## src/rtl/rdm_responder_parameter_handler_defines.svh

```systemverilog
// ----------------------------------------------------------------------------
// RDM responder parameter handler - assertion macros
// Concurrent assertion wrappers, empty when synthesizing.
// ----------------------------------------------------------------------------
`ifndef RDM_RESPONDER_PARAMETER_HANDLER_DEFINES_SVH
`define RDM_RESPONDER_PARAMETER_HANDLER_DEFINES_SVH
`ifndef SYNTHESIS
`define RDM_ASSERT(lbl, clk_s, rst_s, prop) \
    lbl: assert property (@(posedge clk_s) disable iff (!rst_s) prop) \
        else $error("rdm_rsp: assertion failed");
`define RDM_ASSERT_NEVER(lbl, clk_s, rst_s, expr) \
    lbl: assert property (@(posedge clk_s) disable iff (!rst_s) !(expr)) \
        else $error("rdm_rsp: forbidden condition");
`else
`define RDM_ASSERT(lbl, clk_s, rst_s, prop)
`define RDM_ASSERT_NEVER(lbl, clk_s, rst_s, expr)
`endif
`endif

```

## src/rtl/rdm_rsp_pkg.sv

```systemverilog
// ----------------------------------------------------------------------------
// rdm_rsp_pkg
// Shared types, constants and response byte tables of the RDM responder.
// ----------------------------------------------------------------------------
package rdm_rsp_pkg;

    localparam int NUM_PERSONALITIES = 3;
    localparam int UNIVERSE_SLOTS    = 512;
    localparam int TABLE_PERS        = 3;
    localparam int PERS_LIMIT        = (NUM_PERSONALITIES < TABLE_PERS) ?
                                       NUM_PERSONALITIES : TABLE_PERS;
    localparam int RSP_QUEUE_DEPTH   = 4;

    localparam logic [7:0]  NUM_PERS_BYTE = 8'(NUM_PERSONALITIES);
    localparam logic [16:0] SLOTS_END     = 17'(UNIVERSE_SLOTS + 1);

    // parameter IDs
    localparam logic [15:0] PID_SUPPORTED  = 16'h0050;
    localparam logic [15:0] PID_DEVINFO    = 16'h0060;
    localparam logic [15:0] PID_PRODLIST   = 16'h0070;
    localparam logic [15:0] PID_MODEL      = 16'h0080;
    localparam logic [15:0] PID_MFR        = 16'h0081;
    localparam logic [15:0] PID_LABEL      = 16'h0082;
    localparam logic [15:0] PID_SWVER      = 16'h00C0;
    localparam logic [15:0] PID_PERSONALITY = 16'h00E0;
    localparam logic [15:0] PID_PERS_DESC  = 16'h00E1;
    localparam logic [15:0] PID_START_ADDR = 16'h00F0;
    localparam logic [15:0] PID_IDENTIFY   = 16'h1000;

    typedef enum logic [1:0] {
        ST_DONE,
        ST_TIMEOUT,
        ST_BCAST
    } status_t;

    typedef enum logic [2:0] {
        NR_UNKNOWN,
        NR_FORMAT,
        NR_CLASS,
        NR_RANGE,
        NR_SUBDEV
    } nack_reason_t;

    typedef enum logic [3:0] {
        RK_NONE,
        RK_SUPPORTED,
        RK_DEVINFO,
        RK_PRODLIST,
        RK_MODEL,
        RK_MFR,
        RK_LABEL,
        RK_SWVER,
        RK_PERS,
        RK_PERSDESC,
        RK_ADDR,
        RK_IDENT
    } rsp_kind_t;

    typedef struct packed {
        status_t      status;
        logic         is_nack;
        nack_reason_t reason;
        rsp_kind_t    kind;
        logic [1:0]   pers;
        logic [9:0]   start_addr;
        logic         ident;
    } rsp_desc_t;

    localparam int SUPP_LEN  = 12;
    localparam int DEV_LEN   = 19;
    localparam int PROD_LEN  = 4;
    localparam int MODEL_LEN = 11;
    localparam int MFR_LEN   = 13;
    localparam int LABEL_LEN = 16;
    localparam int SWVER_LEN = 22;
    localparam int PSTR_LEN  = 12;
    localparam int DESC_LEN  = 35;

    localparam logic [8*SUPP_LEN-1:0]  SUPP_BYTES = 96'h0082_0080_00E0_00E1_0081_0070;
    localparam logic [8*PROD_LEN-1:0]  PROD_BYTES = 32'h0900_7FFF;
    localparam logic [8*MODEL_LEN-1:0] MODEL_STR  = "Dummy Model";
    localparam logic [8*MFR_LEN-1:0]   MFR_STR    = 104'h4F70656E204C69676874696E67;
    localparam logic [8*LABEL_LEN-1:0] LABEL_STR  = "Dummy RDM Device";
    localparam logic [8*SWVER_LEN-1:0] SWVER_STR  = "Dummy Software Version";
    localparam logic [8*PSTR_LEN-1:0]  PERS_STR   = "Personality ";

    function automatic logic [15:0] footprint(input logic [1:0] p);
        logic [15:0] fp;
        case (p)
            2'd0:    fp = 16'd5;
            2'd1:    fp = 16'd10;
            2'd2:    fp = 16'd20;
            default: fp = 16'd0;
        endcase
        return fp;
    endfunction

    function automatic logic [5:0] rsp_len(input rsp_kind_t kind);
        logic [5:0] n;
        case (kind)
            RK_SUPPORTED: n = 6'(SUPP_LEN);
            RK_DEVINFO:   n = 6'(DEV_LEN);
            RK_PRODLIST:  n = 6'(PROD_LEN);
            RK_MODEL:     n = 6'(MODEL_LEN);
            RK_MFR:       n = 6'(MFR_LEN);
            RK_LABEL:     n = 6'(LABEL_LEN);
            RK_SWVER:     n = 6'(SWVER_LEN);
            RK_PERS:      n = 6'd2;
            RK_PERSDESC:  n = 6'(DESC_LEN);
            RK_ADDR:      n = 6'd2;
            RK_IDENT:     n = 6'd1;
            default:      n = 6'd0;
        endcase
        return n;
    endfunction

    function automatic logic [7:0] rsp_byte(input rsp_desc_t d, input logic [5:0] idx);
        logic [7:0]  b;
        logic [15:0] fp;
        logic [7:0]  pnum;
        int          i;
        i    = int'(idx);
        fp   = footprint(d.pers);
        pnum = {6'b0, d.pers};
        b    = 8'h00;
        case (d.kind)
            RK_SUPPORTED: b = SUPP_BYTES[8*(SUPP_LEN-1-i) +: 8];
            RK_PRODLIST:  b = PROD_BYTES[8*(PROD_LEN-1-i) +: 8];
            RK_MODEL:     b = MODEL_STR[8*(MODEL_LEN-1-i) +: 8];
            RK_MFR:       b = MFR_STR[8*(MFR_LEN-1-i) +: 8];
            RK_LABEL:     b = LABEL_STR[8*(LABEL_LEN-1-i) +: 8];
            RK_SWVER:     b = SWVER_STR[8*(SWVER_LEN-1-i) +: 8];
            RK_DEVINFO:
            begin
                case (idx)
                    6'd0:    b = 8'h01;
                    6'd3:    b = 8'h01;
                    6'd4:    b = 8'h7F;
                    6'd5:    b = 8'hFF;
                    6'd9:    b = 8'h01;
                    6'd10:   b = fp[15:8];
                    6'd11:   b = fp[7:0];
                    6'd12:   b = pnum + 8'd1;
                    6'd13:   b = NUM_PERS_BYTE;
                    6'd14:   b = {6'b0, d.start_addr[9:8]};
                    6'd15:   b = d.start_addr[7:0];
                    default: b = 8'h00;
                endcase
            end
            RK_PERS:      b = (idx == 6'd0) ? pnum + 8'd1 : NUM_PERS_BYTE;
            RK_PERSDESC:
            begin
                if (idx == 6'd0)
                begin
                    b = pnum + 8'd1;
                end
                else if (idx == 6'd1)
                begin
                    b = fp[15:8];
                end
                else if (idx == 6'd2)
                begin
                    b = fp[7:0];
                end
                else if (idx < 6'(PSTR_LEN + 3))
                begin
                    b = PERS_STR[8*(PSTR_LEN+2-i) +: 8];
                end
                else if (idx == 6'(PSTR_LEN + 3))
                begin
                    b = 8'h31 + pnum;
                end
            end
            RK_ADDR:      b = (idx == 6'd0) ? {6'b0, d.start_addr[9:8]} : d.start_addr[7:0];
            RK_IDENT:     b = {7'b0, d.ident};
            default:      b = 8'h00;
        endcase
        return b;
    endfunction

endpackage

```

## src/rtl/rdm_responder_parameter_handler.sv

```systemverilog
// ----------------------------------------------------------------------------
// rdm_responder_parameter_handler
// RDM responder: checks and answers decoded requests, one response byte per
// result.
//
//   port group   handshake             payload
//   cfg          cfg_wr_en             cfg_wr_data (device UID)
//   in           in_valid / in_ready   dest_uid .. data_word
//   out          out_valid / out_ready status .. last
//
// A request is classified and its state update applied in the cycle it is
// accepted; the front takes one request per cycle while the queue has room.
// The back sequencer emits one result per cycle unless the output stalls:
// one for a request without data, else one per response byte, at most 35.
// Reset: UID 0, personality 1, start address 1, identify off, queue empty.
// A stalled output holds the back; the queue then fills and drops in_ready.
// ----------------------------------------------------------------------------
module rdm_responder_parameter_handler #(
    parameter int QUEUE_DEPTH = rdm_rsp_pkg::RSP_QUEUE_DEPTH
) (
    input  logic        clk,
    input  logic        rst_n,
    input  logic        cfg_wr_en,
    input  logic [47:0] cfg_wr_data,
    input  logic        in_valid,
    output logic        in_ready,
    input  logic [47:0] dest_uid,
    input  logic        action,
    input  logic [15:0] sub_device,
    input  logic [15:0] param_id,
    input  logic [7:0]  data_length,
    input  logic [15:0] data_word,
    output logic        out_valid,
    input  logic        out_ready,
    output logic [1:0]  status,
    output logic        is_nack,
    output logic [2:0]  nack_reason,
    output logic        has_data,
    output logic [7:0]  data_byte,
    output logic        last
);
    import rdm_rsp_pkg::*;

    rsp_desc_t push_desc, head_desc;
    logic      push, pop, queue_full, queue_empty;

    rdm_rsp_front u_front (
        .clk         (clk),
        .rst_n       (rst_n),
        .cfg_wr_en   (cfg_wr_en),
        .cfg_wr_data (cfg_wr_data),
        .in_valid    (in_valid),
        .in_ready    (in_ready),
        .dest_uid    (dest_uid),
        .action      (action),
        .sub_device  (sub_device),
        .param_id    (param_id),
        .data_length (data_length),
        .data_word   (data_word),
        .push        (push),
        .push_desc   (push_desc),
        .queue_full  (queue_full)
    );

    rdm_rsp_queue #(
        .DEPTH (QUEUE_DEPTH)
    ) u_queue (
        .clk       (clk),
        .rst_n     (rst_n),
        .push      (push),
        .push_desc (push_desc),
        .full      (queue_full),
        .pop       (pop),
        .head_desc (head_desc),
        .empty     (queue_empty)
    );

    rdm_rsp_back u_back (
        .clk         (clk),
        .rst_n       (rst_n),
        .head_desc   (head_desc),
        .empty       (queue_empty),
        .pop         (pop),
        .out_valid   (out_valid),
        .out_ready   (out_ready),
        .status      (status),
        .is_nack     (is_nack),
        .nack_reason (nack_reason),
        .has_data    (has_data),
        .data_byte   (data_byte),
        .last        (last)
    );

endmodule

```

## src/rtl/rdm_rsp_front.sv

```systemverilog
// ----------------------------------------------------------------------------
// rdm_rsp_front
// Address check, parameter dispatch, validation and state updates.
// ----------------------------------------------------------------------------
`include "rdm_responder_parameter_handler_defines.svh"

module rdm_rsp_front (
    input  logic                   clk,
    input  logic                   rst_n,
    input  logic                   cfg_wr_en,
    input  logic [47:0]            cfg_wr_data,
    input  logic                   in_valid,
    output logic                   in_ready,
    input  logic [47:0]            dest_uid,
    input  logic                   action,
    input  logic [15:0]            sub_device,
    input  logic [15:0]            param_id,
    input  logic [7:0]             data_length,
    input  logic [15:0]            data_word,
    output logic                   push,
    output rdm_rsp_pkg::rsp_desc_t push_desc,
    input  logic                   queue_full
);
    import rdm_rsp_pkg::*;

    logic [47:0] uid_reg;
    logic [1:0]  pers_reg, pers_next;
    logic [9:0]  sa_reg, sa_next;
    logic        ident_reg, ident_next;

    logic        uid_hit, bcast, p_ok, bad, late;
    logic [7:0]  p;
    nack_reason_t nr;
    rsp_desc_t   d;

    assign in_ready = !queue_full;
    assign push     = in_valid && in_ready;
    assign uid_hit  = (dest_uid == uid_reg);
    assign bcast    = (dest_uid[31:0] == 32'hFFFF_FFFF);
    assign p        = data_word[15:8] - 8'd1;
    assign p_ok     = (p < 8'(PERS_LIMIT));

    always_comb
    begin
        d            = '0;
        d.status     = ST_DONE;
        d.reason     = NR_UNKNOWN;
        d.kind       = RK_NONE;
        d.pers       = pers_reg;
        d.start_addr = sa_reg;
        d.ident      = ident_reg;
        pers_next    = pers_reg;
        sa_next      = sa_reg;
        ident_next   = ident_reg;
        bad          = 1'b0;
        late         = 1'b0;
        nr           = NR_UNKNOWN;
        if (!uid_hit && !bcast)
        begin
            d.status = ST_TIMEOUT;
        end
        else
        begin
            case (param_id)
                PID_SUPPORTED, PID_DEVINFO, PID_PRODLIST, PID_MODEL,
                PID_MFR, PID_LABEL, PID_SWVER:
                begin
                    if (bcast)
                    begin
                        d.status = ST_BCAST;
                    end
                    else if (action)
                    begin
                        bad = 1'b1;
                        nr  = NR_CLASS;
                    end
                    else if (sub_device != 16'd0)
                    begin
                        bad = 1'b1;
                        nr  = NR_SUBDEV;
                    end
                    else if (data_length != 8'd0)
                    begin
                        bad = 1'b1;
                        nr  = NR_FORMAT;
                    end
                    else
                    begin
                        case (param_id)
                            PID_SUPPORTED: d.kind = RK_SUPPORTED;
                            PID_DEVINFO:   d.kind = RK_DEVINFO;
                            PID_PRODLIST:  d.kind = RK_PRODLIST;
                            PID_MODEL:     d.kind = RK_MODEL;
                            PID_MFR:       d.kind = RK_MFR;
                            PID_LABEL:     d.kind = RK_LABEL;
                            default:       d.kind = RK_SWVER;
                        endcase
                    end
                end
                PID_PERSONALITY:
                begin
                    late = 1'b1;
                    if (sub_device != 16'd0)
                    begin
                        bad = 1'b1;
                        nr  = NR_SUBDEV;
                    end
                    else if (action)
                    begin
                        if (data_length != 8'd1)
                        begin
                            bad = 1'b1;
                            nr  = NR_FORMAT;
                        end
                        else if (!p_ok || (17'(sa_reg) + 17'(footprint(p[1:0])) > SLOTS_END))
                        begin
                            bad = 1'b1;
                            nr  = NR_RANGE;
                        end
                        else
                        begin
                            pers_next = p[1:0];
                        end
                    end
                    else if (data_length != 8'd0)
                    begin
                        bad = 1'b1;
                        nr  = NR_FORMAT;
                    end
                    else
                    begin
                        d.kind = RK_PERS;
                    end
                end
                PID_PERS_DESC:
                begin
                    if (bcast)
                    begin
                        d.status = ST_BCAST;
                    end
                    else if (action)
                    begin
                        bad = 1'b1;
                        nr  = NR_CLASS;
                    end
                    else if (sub_device != 16'd0)
                    begin
                        bad = 1'b1;
                        nr  = NR_SUBDEV;
                    end
                    else if (data_length != 8'd1)
                    begin
                        bad = 1'b1;
                        nr  = NR_FORMAT;
                    end
                    else if (!p_ok)
                    begin
                        bad = 1'b1;
                        nr  = NR_RANGE;
                    end
                    else
                    begin
                        d.kind = RK_PERSDESC;
                        d.pers = p[1:0];
                    end
                end
                PID_START_ADDR:
                begin
                    late = 1'b1;
                    if (sub_device != 16'd0)
                    begin
                        bad = 1'b1;
                        nr  = NR_SUBDEV;
                    end
                    else if (action)
                    begin
                        if (data_length != 8'd2)
                        begin
                            bad = 1'b1;
                            nr  = NR_FORMAT;
                        end
                        else if (data_word == 16'd0 ||
                                 (17'(data_word) + 17'(footprint(pers_reg)) > SLOTS_END))
                        begin
                            bad = 1'b1;
                            nr  = NR_RANGE;
                        end
                        else
                        begin
                            sa_next = data_word[9:0];
                        end
                    end
                    else if (data_length != 8'd0)
                    begin
                        bad = 1'b1;
                        nr  = NR_FORMAT;
                    end
                    else
                    begin
                        d.kind = RK_ADDR;
                    end
                end
                PID_IDENTIFY:
                begin
                    late = 1'b1;
                    if (sub_device != 16'd0)
                    begin
                        bad = 1'b1;
                        nr  = NR_SUBDEV;
                    end
                    else if (action)
                    begin
                        if (data_length != 8'd1)
                        begin
                            bad = 1'b1;
                            nr  = NR_FORMAT;
                        end
                        else if (data_word[15:8] > 8'd1)
                        begin
                            bad = 1'b1;
                            nr  = NR_RANGE;
                        end
                        else
                        begin
                            ident_next = data_word[8];
                        end
                    end
                    else if (data_length != 8'd0)
                    begin
                        bad = 1'b1;
                        nr  = NR_FORMAT;
                    end
                    else
                    begin
                        d.kind = RK_IDENT;
                    end
                end
                default:
                begin
                    if (bcast)
                    begin
                        d.status = ST_BCAST;
                    end
                    else
                    begin
                        bad = 1'b1;
                        nr  = NR_UNKNOWN;
                    end
                end
            endcase
            // broadcast settles after validation for settable parameters
            if (late && bcast)
            begin
                d.status = ST_BCAST;
                d.kind   = RK_NONE;
                bad      = 1'b0;
            end
            if (bad)
            begin
                d.is_nack = 1'b1;
                d.reason  = nr;
                d.kind    = RK_NONE;
            end
        end
    end

    assign push_desc = d;

    always_ff @(posedge clk or negedge rst_n)
    begin
        if (!rst_n)
        begin
            uid_reg   <= '0;
            pers_reg  <= 2'd0;
            sa_reg    <= 10'd1;
            ident_reg <= 1'b0;
        end
        else
        begin
            if (cfg_wr_en)
            begin
                uid_reg <= cfg_wr_data;
            end
            if (push)
            begin
                pers_reg  <= pers_next;
                sa_reg    <= sa_next;
                ident_reg <= ident_next;
            end
        end
    end

    `RDM_ASSERT_NEVER(a_start_addr_nonzero, clk, rst_n, sa_reg == 10'd0)
    `RDM_ASSERT(a_pers_in_range, clk, rst_n, pers_reg < 2'(PERS_LIMIT))

endmodule

```

## src/rtl/rdm_rsp_queue.sv

```systemverilog
// ----------------------------------------------------------------------------
// rdm_rsp_queue
// Small FIFO of classified requests between front and back.
// ----------------------------------------------------------------------------
`include "rdm_responder_parameter_handler_defines.svh"

module rdm_rsp_queue #(
    parameter int DEPTH = rdm_rsp_pkg::RSP_QUEUE_DEPTH
) (
    input  logic                   clk,
    input  logic                   rst_n,
    input  logic                   push,
    input  rdm_rsp_pkg::rsp_desc_t push_desc,
    output logic                   full,
    input  logic                   pop,
    output rdm_rsp_pkg::rsp_desc_t head_desc,
    output logic                   empty
);
    import rdm_rsp_pkg::*;

    localparam int PTR_W = (DEPTH > 1) ? $clog2(DEPTH) : 1;
    localparam int CNT_W = $clog2(DEPTH + 1);

    rsp_desc_t        entry_reg [DEPTH];
    logic [PTR_W-1:0] wr_ptr_reg, wr_ptr_next;
    logic [PTR_W-1:0] rd_ptr_reg, rd_ptr_next;
    logic [CNT_W-1:0] count_reg, count_next;

    assign full      = (count_reg == CNT_W'(DEPTH));
    assign empty     = (count_reg == '0);
    assign head_desc = entry_reg[rd_ptr_reg];

    always_comb
    begin
        wr_ptr_next = wr_ptr_reg;
        rd_ptr_next = rd_ptr_reg;
        count_next  = count_reg;
        if (push)
        begin
            wr_ptr_next = (wr_ptr_reg == PTR_W'(DEPTH - 1)) ? '0 : wr_ptr_reg + 1'b1;
        end
        if (pop)
        begin
            rd_ptr_next = (rd_ptr_reg == PTR_W'(DEPTH - 1)) ? '0 : rd_ptr_reg + 1'b1;
        end
        if (push && !pop)
        begin
            count_next = count_reg + 1'b1;
        end
        else if (pop && !push)
        begin
            count_next = count_reg - 1'b1;
        end
    end

    always_ff @(posedge clk or negedge rst_n)
    begin
        if (!rst_n)
        begin
            wr_ptr_reg <= '0;
            rd_ptr_reg <= '0;
            count_reg  <= '0;
        end
        else
        begin
            wr_ptr_reg <= wr_ptr_next;
            rd_ptr_reg <= rd_ptr_next;
            count_reg  <= count_next;
        end
    end

    always_ff @(posedge clk)
    begin
        if (push)
        begin
            entry_reg[wr_ptr_reg] <= push_desc;
        end
    end

    `RDM_ASSERT_NEVER(a_pop_empty, clk, rst_n, pop && empty)
    `RDM_ASSERT(a_count_bound, clk, rst_n, count_reg <= CNT_W'(DEPTH))

endmodule

```

## src/rtl/rdm_rsp_back.sv

```systemverilog
// ----------------------------------------------------------------------------
// rdm_rsp_back
// Sequencer: one result per cycle unless stalled, queue head to output register.
// ----------------------------------------------------------------------------
`include "rdm_responder_parameter_handler_defines.svh"

module rdm_rsp_back (
    input  logic                   clk,
    input  logic                   rst_n,
    input  rdm_rsp_pkg::rsp_desc_t head_desc,
    input  logic                   empty,
    output logic                   pop,
    output logic                   out_valid,
    input  logic                   out_ready,
    output logic [1:0]             status,
    output logic                   is_nack,
    output logic [2:0]             nack_reason,
    output logic                   has_data,
    output logic [7:0]             data_byte,
    output logic                   last
);
    import rdm_rsp_pkg::*;

    logic [5:0] idx_reg, idx_next;
    logic       out_valid_reg, out_valid_next;
    logic [1:0] status_reg;
    logic       is_nack_reg, has_data_reg, last_reg;
    logic [2:0] reason_reg;
    logic [7:0] byte_reg;

    logic [5:0] len;
    logic       single_item, item_last, load;

    assign len         = rsp_len(head_desc.kind);
    assign single_item = (head_desc.kind == RK_NONE);
    assign item_last   = single_item || (idx_reg == len - 6'd1);
    assign load        = !empty && (!out_valid_reg || out_ready);
    assign pop         = load && item_last;

    always_comb
    begin
        idx_next       = idx_reg;
        out_valid_next = out_valid_reg && !out_ready;
        if (load)
        begin
            out_valid_next = 1'b1;
            idx_next       = item_last ? 6'd0 : idx_reg + 6'd1;
        end
    end

    always_ff @(posedge clk or negedge rst_n)
    begin
        if (!rst_n)
        begin
            idx_reg       <= 6'd0;
            out_valid_reg <= 1'b0;
        end
        else
        begin
            idx_reg       <= idx_next;
            out_valid_reg <= out_valid_next;
        end
    end

    always_ff @(posedge clk)
    begin
        if (load)
        begin
            status_reg   <= head_desc.status;
            is_nack_reg  <= head_desc.is_nack;
            reason_reg   <= head_desc.reason;
            has_data_reg <= !single_item;
            byte_reg     <= single_item ? 8'h00 : rsp_byte(head_desc, idx_reg);
            last_reg     <= item_last;
        end
    end

    assign out_valid   = out_valid_reg;
    assign status      = status_reg;
    assign is_nack     = is_nack_reg;
    assign nack_reason = reason_reg;
    assign has_data    = has_data_reg;
    assign data_byte   = byte_reg;
    assign last        = last_reg;

    `RDM_ASSERT(a_idx_restart, clk, rst_n, pop |=> idx_reg == 6'd0)

endmodule
```

## config.mk

```make
export PLATFORM = sky130hd
export DESIGN_NAME = rdm_responder_parameter_handler
export DESIGN_NICKNAME = d
export VERILOG_FILES = /design/src/rtl/rdm_rsp_pkg.sv /design/src/rtl/rdm_responder_parameter_handler.sv /design/src/rtl/rdm_rsp_front.sv /design/src/rtl/rdm_rsp_queue.sv /design/src/rtl/rdm_rsp_back.sv
export VERILOG_INCLUDE_DIRS = /design/src /design/src/rtl
export SDC_FILE = /design/constraint.sdc
export NUM_CORES = 1
export LEC_CHECK = 0
export BUFFER_PORTS_ARGS = -buffer_cell sky130_fd_sc_hd__buf_2
export CAP_MARGIN = 20
export CORE_ASPECT_RATIO = 1.75
export CORE_MARGIN = 5
export CORE_UTILIZATION = 35
export CTS_BUF_LIST = sky130_fd_sc_hd__clkbuf_2 sky130_fd_sc_hd__clkbuf_4 sky130_fd_sc_hd__clkbuf_8
export CTS_CLUSTER_SIZE = 40
export DETAILED_ROUTE_END_ITERATION = 10
export PLACE_DENSITY = 0.52
export SYNTH_ARGS = -nofsm -noshare
export SYNTH_HDL_FRONTEND = slang
export SYNTH_HIERARCHICAL = 1
export SYNTH_SLANG_ARGS = --single-unit
```

## constraint.sdc

```tcl
create_clock -name clk -period 10.3 [get_ports clk]
set_clock_uncertainty 0.1 [all_clocks]
set_input_delay 1.03 -clock clk [delete_from_list [all_inputs] [get_ports clk]]
set_output_delay 1.03 -clock clk [all_outputs]
set_load 0.02 [all_outputs]
```

==> qor.txt, run 1 <==
power per standard cell area: 247.1 nW/um2
clock latency reported for the late side of the worst-skew pair: 480 ps
die area: 39080 um2
proportion of layout cells with a drive suffix above 1: 0.2457
Crit Path Class: reg2reg
number of storage elements in the synthesis netlist: 183
cell leakage power: 5.227 nW
area grow syn2layout: 13.27%
TritonRoute pass-1 iters: 6
data arrival time of the critical path: 5270 ps
All-Layer GR Usage: 0.1908
global-route wire length before repair: 57970 um
Chip Width: 151.6 um
drt wl/cell: 20.77 um
count of warnings emitted by yosys: 6
clock-pin slew of the registers on the worst-case setup and hold paths: 100 ps
type of origin of the critical path: flop
# H-tree levels: 4
Port Buf Inserts: 175
final slew viol count: 0
number of max-cap violations: 0
post-route design area: 13910 um2
share of Yosys cell area claimed by the top area cell type: 0.2641
post-placement cell area: 13480 um2
vias per cell: 5.671
Fin Hold WS: 263.3 ps
GP Congestion: 0.9395
Post-synth ARST share: 0.4098
TritonCTS clock tree: built
area taken by multi-input logic gates: 6656 um2
Sinks on Clock Net: 183
post-synthesis net count: 1383
ranking of synthesized cells by area: edfxtp_1, dfrtp_1, mux2_2, ha_1, xor2_1
CTS buffer count: 17
num rows: 90
sequential area share after synthesis: 0.4170
Largest register FFs: 92
CTS resizes: 0
vias: 10.15k
final hold violations: 0
initial antenna violation count: 2
largest net degree at the start of global routing: 66
top library cells by usage in the layout, fill and taps aside: buf_2, edfxtp_1, nand2_1
highest attainable clock frequency: 199.9 MHz
clock period minus worst slack: 5003 ps
final WL: 37160 um
post-synthesis instance area: 12280 um2
footprint of the flip-flops and latches: 5121 um2
Post-synth EDFFs: 108
slew of the pin with the lowest slew margin: 1137 ps
GR Overflow Total: 0
worst hold path class: in2async
peak ir drop on the vdd network: 0.00009993 V
run status: completed
unrepaired setup endpoints after global routing: false
height of the chip: 257.8 um
vias in the first global route: 10.49k
Final ANT Viol Nets: 0
half-perimeter wire length of the detailed placement result: 28780 um
synthesized area divided by synthesized cell count: 10.49 um2
hold bufs inserted after CTS: 0
Tcrit/Tclk final: 0.4858
setup total negative slack: 0 ps
maximum count of clock buffers along a single path: 2
leading area contributor after synthesis: edfxtp_1
crit end category: flop
remaining max-slew budget at the tightest pin: 0.2421
number of nets in the finished design: 1526
commonest non-fill, non-tap cell in the layout: buf_2
share of the core filled with cells in the final layout: 0.4024
IO Count: 176
first-iteration detailed-routing DRC count: 555
count of distinct cell types in the synthesized netlist: 99
Post-CTS Setup Inserts: 0
WP data required: 10560 ps
core area: 34570 um2
number of filler instances in the final layout: 3422
starting utilization of the core area: 0.3552
Primary FF master, synth: edfxtp_1
final setup violation count: 0
cell count after synthesis: 1171
Final Total Pwr: 3.437 mW
number of remaining DRC errors: 0
Max FO, Critical Path: 26
clock root buffer master: clkbuf_8
[final cells by class]
cell class,instances,area share
clock inverter,15,0.01376
sequential,183,0.3682
antenna,2,0.0003598
inverter,36,0.009715
timing repair buffer,190,0.07124
clock buffer,17,0.01682
multi-input combinational,886,0.4785
tap,460,0.04138
[metal layers]
layer | up-vias | track usage | share of wire
li1 | 4757 | - | -
met1 | 4907 | 0.1892 | 0.34
met2 | 371 | 0.3579 | 0.55
met3 | 111 | 0.03772 | 0.048
met4 | 0 | 0.1109 | 0.061
met5 | - | 0 | 0
[power by group]
group | switching, mW | leakage (nW) | total, mW | internal (mW)
Sequential | 0.0560 | 1.81 | 1.02 | 0.960
Combinational | 1.21 | 3.21 | 1.90 | 0.687
Clock | 0.276 | 0.203 | 0.521 | 0.245
Total | 1.54 | 5.23 | 3.44 | 1.89
[path summary, 6_finish.rpt]
check	startpoint	endpoint	slack, ps	depth (start not counted)
worst min-delay path	rst_n	u_front/uid_reg[17]	260	1
min in group clk	u_queue/count_reg[2]	u_queue/count_reg[2]	400	1
worst max register to register	u_queue/rd_ptr_reg[0]	u_queue/count_reg[1]	5300	15
max in group asynchronous	rst_n	u_front/sa_reg[1]	8720	2
worst min register to register	u_queue/count_reg[2]	u_queue/count_reg[2]	400	1
worst max-delay path	u_queue/rd_ptr_reg[0]	u_queue/count_reg[1]	5300	15
[through the flow]
stage / instances / setup WS, ps
6_report: 1789 / 5297
5_1_grt: 1789 / 4903
2_1_floorplan: 1171 / 6060
3_3_place_gp: 1755 / 5393
4_1_cts: 1787 / 5222
3_5_place_dp: 1755 / 5225
[cell usage after synthesis (10+ instances only)]
| cell type | n |
|---|---|
| a211oi_1 | 10 |
| a21oi_1 | 58 |
| a221oi_1 | 10 |
| a31oi_1 | 17 |
| and3_1 | 18 |
| buf_2 | 21 |
| clkbuf_1 | 27 |
| dfrtp_1 | 74 |
| edfxtp_1 | 108 |
| ha_1 | 51 |
| inv_1 | 31 |
| mux2_2 | 58 |
| mux2i_1 | 10 |
| mux4_2 | 18 |
| nand2_1 | 86 |
| nand2b_1 | 15 |
| nand3_1 | 30 |
| nand4_1 | 20 |
| nor2_1 | 75 |
| nor3_1 | 25 |
| nor4_1 | 36 |
| o211ai_1 | 14 |
| o21ai_0 | 55 |
| o22ai_1 | 13 |
| or3_1 | 10 |
| xnor2_1 | 26 |
| xor2_1 | 57 |
[cell families after synthesis]
| family | synth area share |
|---|---|
| AND/OR/NAND/NOR | 0.1646 |
| buffers and inverters | 0.04096 |
| XOR/XNOR | 0.06052 |
| flip-flops | 0.4170 |
| multiplexers | 0.1075 |
| AO/OA/AOI/OAI | 0.1517 |
| adder cells (fa/ha/maj) | 0.05767 |
[critical path: stages, from the launching register on]
cell and delay (ps):
dfrtp_1 330, buf_4 390, mux4_1 830, nor2b_1 620, a22oi_1 280, ha_1 290
xnor2_1 140, xnor2_1 160, nor2_1 130, o2111ai_2 250, a21oi_1 340, inv_1 80
ha_1 200, inv_1 80, fa_1 380, mux2_2 270
(Power assumes the default switching activity.)
==> inputs of run 2 (changes only) <==
Settings changed: PLACE_DENSITY 0.52 to 0.54.
Clock period 10.3 ns to 4.5 ns, I/O delays scaled along.
==> run 2 against run 1 <==
Compared with the run above: final cell count grew 1.1%; clock power is 110% higher; critical path type unchanged; sequential share of layout area shrank 0.40 points.
==> qor.txt, run 2 (synthesized netlist as in run 1, its figures left out) <==
highest attainable clock frequency: 238.4 MHz
type of origin of the critical path: flop
height of the chip: 257.8 um
final WL: 37000 um
remaining max-slew budget at the tightest pin: 0.3971
Max FO, Critical Path: 5
global-route wire length before repair: 58130 um
number of remaining DRC errors: 0
worst hold path class: in2reg
Tcrit/Tclk final: 0.9323
vias in the first global route: 10.57k
crit end category: flop
peak ir drop on the vdd network: 0.0002310 V
final setup violation count: 0
Final ANT Viol Nets: 0
WP data required: 4550 ps
number of nets in the finished design: 1546
setup total negative slack: 0 ps
data arrival time of the critical path: 4250 ps
proportion of layout cells with a drive suffix above 1: 0.2584
final slew viol count: 0
clock root buffer master: clkbuf_8
TritonCTS clock tree: built
Sinks on Clock Net: 183
drt wl/cell: 20.45 um
unrepaired setup endpoints after global routing: false
Port Buf Inserts: 175
Crit Path Class: reg2reg
top library cells by usage in the layout, fill and taps aside: buf_2, edfxtp_1, nand2_1
Post-CTS Setup Inserts: 0
cell leakage power: 5.330 nW
IO Count: 176
GP Congestion: 0.9623
area grow syn2layout: 14.50%
CTS buffer count: 17
vias: 10.19k
die area: 39080 um2
slew of the pin with the lowest slew margin: 902.5 ps
commonest non-fill, non-tap cell in the layout: buf_2
final hold violations: 0
core area: 34570 um2
maximum count of clock buffers along a single path: 2
num rows: 90
Fin Hold WS: 87.38 ps
Chip Width: 151.6 um
run status: completed
All-Layer GR Usage: 0.1904
initial antenna violation count: 3
clock-pin slew of the registers on the worst-case setup and hold paths: 110 ps
clock period minus worst slack: 4195 ps
# H-tree levels: 4
starting utilization of the core area: 0.3552
power per standard cell area: 561.3 nW/um2
vias per cell: 5.631
first-iteration detailed-routing DRC count: 698
largest net degree at the start of global routing: 49
Largest register FFs: 92
number of max-cap violations: 0
clock latency reported for the late side of the worst-skew pair: 480 ps
half-perimeter wire length of the detailed placement result: 28750 um
TritonRoute pass-1 iters: 5
GR Overflow Total: 0
run 2: cell count changes in the layout (fill, tap and decap cells not counted), sizes merged, moves of 2 or more:
cell      delta
buf         +19
clkinv       +2
bufinv       -2
inv          +2
clkinvlp     -3
run 2: layer usage:
metal,global-route usage,up-vias,share of wire
met1,0.1939,4934,0.36
met3,0.03368,102,0.043
met4,0.1049,2,0.053
met2,0.3572,348,0.55
met5,0,-,0.00019
li1,-,4801,-
run 2: cell type report:
class | instances | area [um2]
well taps | 460 | 575.6
fillers | 3449 | 20510
clock buffers | 18 | 241.5
repair buffers | 210 | 1156
multi-input cells | 886 | 6665
flip-flops and latches | 183 | 5121
clock inverters | 14 | 161.4
diodes | 2 | 5.005
inverters | 36 | 135.1
run 2: path summary, 6_finish.rpt:
| path | to | startpoint | slack [ps] | cells after the start |
|---|---|---|---|---|
| max reg2reg | u_queue/entry_reg[1][20] | u_front/pers_reg[0] | 300 | 12 |
| min in group asynchronous | u_front/uid_reg[21] | rst_n | 420 | 2 |
| min reg2reg | u_queue/count_reg[2] | u_queue/count_reg[2] | 430 | 1 |
| max in group asynchronous | u_front/sa_reg[0] | rst_n | 2940 | 3 |
| min | u_front/uid_reg[44] | cfg_wr_data[44] | 90 | 2 |
| max | u_queue/entry_reg[1][20] | u_front/pers_reg[0] | 300 | 12 |
run 2: timing repair:
action / in CTS / in global routing
gates resized for setup: 0 / 2
hold buffers: 1 / 0
hold endpoints to repair: 47 / 0
endpoints found under the setup margin: 0 / 2
run 2: through the flow:
| step | setup WS, ps | utilization | area (um2) | instances | total power [mW] |
|---|---|---|---|---|---|
| finish | 304.6 | 0.4067 | 14060 | 1809 | 7.892 |
| global route | 19.84 | 0.4067 | 14060 | 1809 | 8.455 |
| CTS | 173.8 | 0.4058 | 14030 | 1806 | 7.919 |
| detailed placement | 180.0 | 0.3938 | 13610 | 1773 | 6.766 |
| global placement | 293.8 | 0.3938 | 13610 | 1773 | 6.740 |
| floorplan | 259.6 | - | 12280 | 1171 | 5.569 |
run 2: power by group:
| group | internal [mW] | switching [mW] |
|---|---|---|
| clock | 0.471 | 0.652 |
| combinational | 1.66 | 2.73 |
| sequential | 2.20 | 0.173 |
| total | 4.33 | 3.56 |
run 2: critical path, cell delays in order (launching register included):
cell and delay [ps]:
dfrtp_1 390, inv_1 110, nor2_1 300, ha_1 360
a21o_1 250, a31oi_1 280, mux2_2 380, a211oi_1 340
nor4b_1 130, nor4_2 440, a21oi_1 120, o31ai_1 380
a41oi_1 300
==> inputs of run 3 (changes only) <==
Settings changed: PLACE_DENSITY 0.54 to 0.52.
Clock period 4.5 ns to 4.3 ns, I/O delays scaled along.
==> run 3 against run 2 <==
Compared with the run above: fmax is 3.4% higher; final area increased by 0.28%; combinational power increased by 6.4%; first-iteration DRC count is 14% lower; die area unchanged; sequential power rose by 4%; non-clock buffer count increased by 9; highest routed layer unchanged.
==> qor.txt, run 3 (synthesized netlist as in run 1, its figures left out) <==
clock-pin slew of the registers on the worst-case setup and hold paths: 110 ps
data arrival time of the critical path: 4320 ps
top library cells by usage in the layout, fill and taps aside: buf_2, edfxtp_1, nand2_1
Fin Hold WS: 64.07 ps
die area: 39080 um2
proportion of layout cells with a drive suffix above 1: 0.2625
commonest non-fill, non-tap cell in the layout: buf_2
GP Congestion: 0.9633
clock period minus worst slack: 4058 ps
library cell contributing the largest single delay on the critical path: mux4_2
vias: 10.20k
vias per cell: 5.608
register-to-register setup slack: 240 ps
unrepaired setup endpoints after global routing: false
peak ir drop on the vdd network: 0.0002692 V
final WL: 37770 um
Tcrit/Tclk final: 0.9436
half-perimeter wire length of the detailed placement result: 29600 um
drt wl/cell: 20.78 um
Final ANT Viol Nets: 0
Crit Path Class: reg2reg
clock root buffer master: clkbuf_8
IO Count: 176
CTS buffer count: 17
number of nets in the finished design: 1555
run status: completed
first-iteration detailed-routing DRC count: 599
remaining max-slew budget at the tightest pin: 0.3429
Chip Width: 151.6 um
All-Layer GR Usage: 0.1946
cell leakage power: 5.373 nW
endpoint of the lowest-slack register-to-register path: u_queue/count_reg[1]
highest attainable clock frequency: 246.4 MHz
pre-CTS setup slack: 48.26 ps
vias in the first global route: 10.61k
least setup slack across all paths after layout: 242.3 ps
WP data required: 4570 ps
power per standard cell area: 589.6 nW/um2
slew of the pin with the lowest slew margin: 983.7 ps
delay of the slowest cell on the worst path: 650 ps
number of cells on the worst reg-to-reg path: 16
worst hold path class: in2reg
largest net degree at the start of global routing: 49
final hold violations: 0
FF-to-FF Start: u_queue/rd_ptr_reg[0]
Critical Path Source: u_queue/rd_ptr_reg[0]
routed wire length on met2: 21020 um
Sinks on Clock Net: 183
global-route wire length before repair: 58950 um
number of max-cap violations: 0
destination of the worst hold path: u_front/uid_reg[15]
number of filler instances in the final layout: 3443
number of standard cells in the final layout excluding fillers: 1818
beginning of the worst hold path: cfg_wr_data[15]
total instance count after detailed placement: 1780
highest routed metal layer: met5
Largest register FFs: 92
met1 wire length: 12880 um
Worst Hold Depth: 2
core area: 34570 um2
cell breakdown of the critical path: mux4_2 > inv_1 > ha_1 > o21ai_0 > o21ai_0 > ha_1 > xnor2_1 > xnor2_1 > nor2_1 > o2111ai_2 > a21oi_2 > inv_1 > ha_1 > inv_1 > fa_1 > mux2_2
Final Total Pwr: 8.313 mW
# H-tree levels: 4
height of the chip: 257.8 um
area grow syn2layout: 14.81%
GR Overflow Total: 0
number of remaining DRC errors: 0
TritonCTS clock tree: built
starting utilization of the core area: 0.3552
maximum count of clock buffers along a single path: 2
Port Buf Inserts: 175
setup total negative slack: 0 ps
final slew viol count: 0
num rows: 90
TritonRoute pass-1 iters: 6
detailed route wirelength on metal3: 1761 um
crit end category: flop
final setup violation count: 0
type of origin of the critical path: flop
Max FO, Critical Path: 8
initial antenna violation count: 3
clock latency reported for the late side of the worst-skew pair: 490 ps
run 3: cell types whose count changed in the layout (fill, tap and decap cells not counted), sizes merged:
cell,previous run,this run
inv,41,45
clkbuf,18,19
clkinvlp,1,0
clkinv,7,3
buf,209,218
run 3: final cells by class:
cell class              count  area, um2  share of cell area
clock buffers              19      255.2             0.01810
clock inverters            13      127.6            0.009051
well taps                 460      575.6             0.04082
repair buffers            219       1224             0.08679
diodes                      2      5.005           0.0003550
multi-input cells         886       6656              0.4721
flip-flops and latches    183       5121              0.3632
inverters                  36      135.1            0.009584
run 3: how the worst max path moves through the flow:
stage | endpoint | slack [ps] | depth (start not counted)
2_1_floorplan | u_queue/count_reg[1] | 60 | 20
3_3_place_gp | u_queue/count_reg[1] | 150 | 15
3_5_place_dp | u_queue/count_reg[1] | 50 | 15
4_1_cts | u_queue/count_reg[1] | 20 | 15
5_1_grt | u_queue/count_reg[1] | 10 | 14
6_report | u_queue/count_reg[1] | 240 | 16
run 3: layer usage:
layer | GRT usage | vias to the layer above
met2 | 0.3718 | 334
met1 | 0.1930 | 4947
li1 | - | 4815
met5 | 0 | -
met3 | 0.03649 | 98
met4 | 0.1027 | 2
run 3: power breakdown:
| group | switching (mW) | leakage [nW] | internal [mW] | total [mW] |
|---|---|---|---|---|
| combinational | 2.92 | 3.35 | 1.76 | 4.68 |
| clock | 0.670 | 0.204 | 0.498 | 1.17 |
| sequential | 0.167 | 1.81 | 2.30 | 2.47 |
| total | 3.76 | 5.37 | 4.56 | 8.31 |
run 3: timing repair:
item,in CTS,in global routing
resized for setup,0,2
endpoints found under the setup margin,0,6
buffers inserted,0,2
endpoints found under the hold margin,34,0
hold buffers,1,0
run 3: through the flow:
step / area (um2) / util
finish: 14100 / 0.4079
global placement: 13670 / 0.3953
floorplan: 12280 / -
CTS: 14060 / 0.4067
detailed placement: 13670 / 0.3953
global route: 14100 / 0.4079
run 3: critical path: cells and delay by family, from the launching register on:
| family | cells | cell delay [ps] |
|---|---|---|
| xor+xnor | 2 | 280 |
| mux | 2 | 920 |
| buf+inv | 3 | 310 |
| flops | 1 | 510 |
| compound gates | 4 | 620 |
| fa+ha+maj | 4 | 1070 |
| simple gates | 1 | 120 |
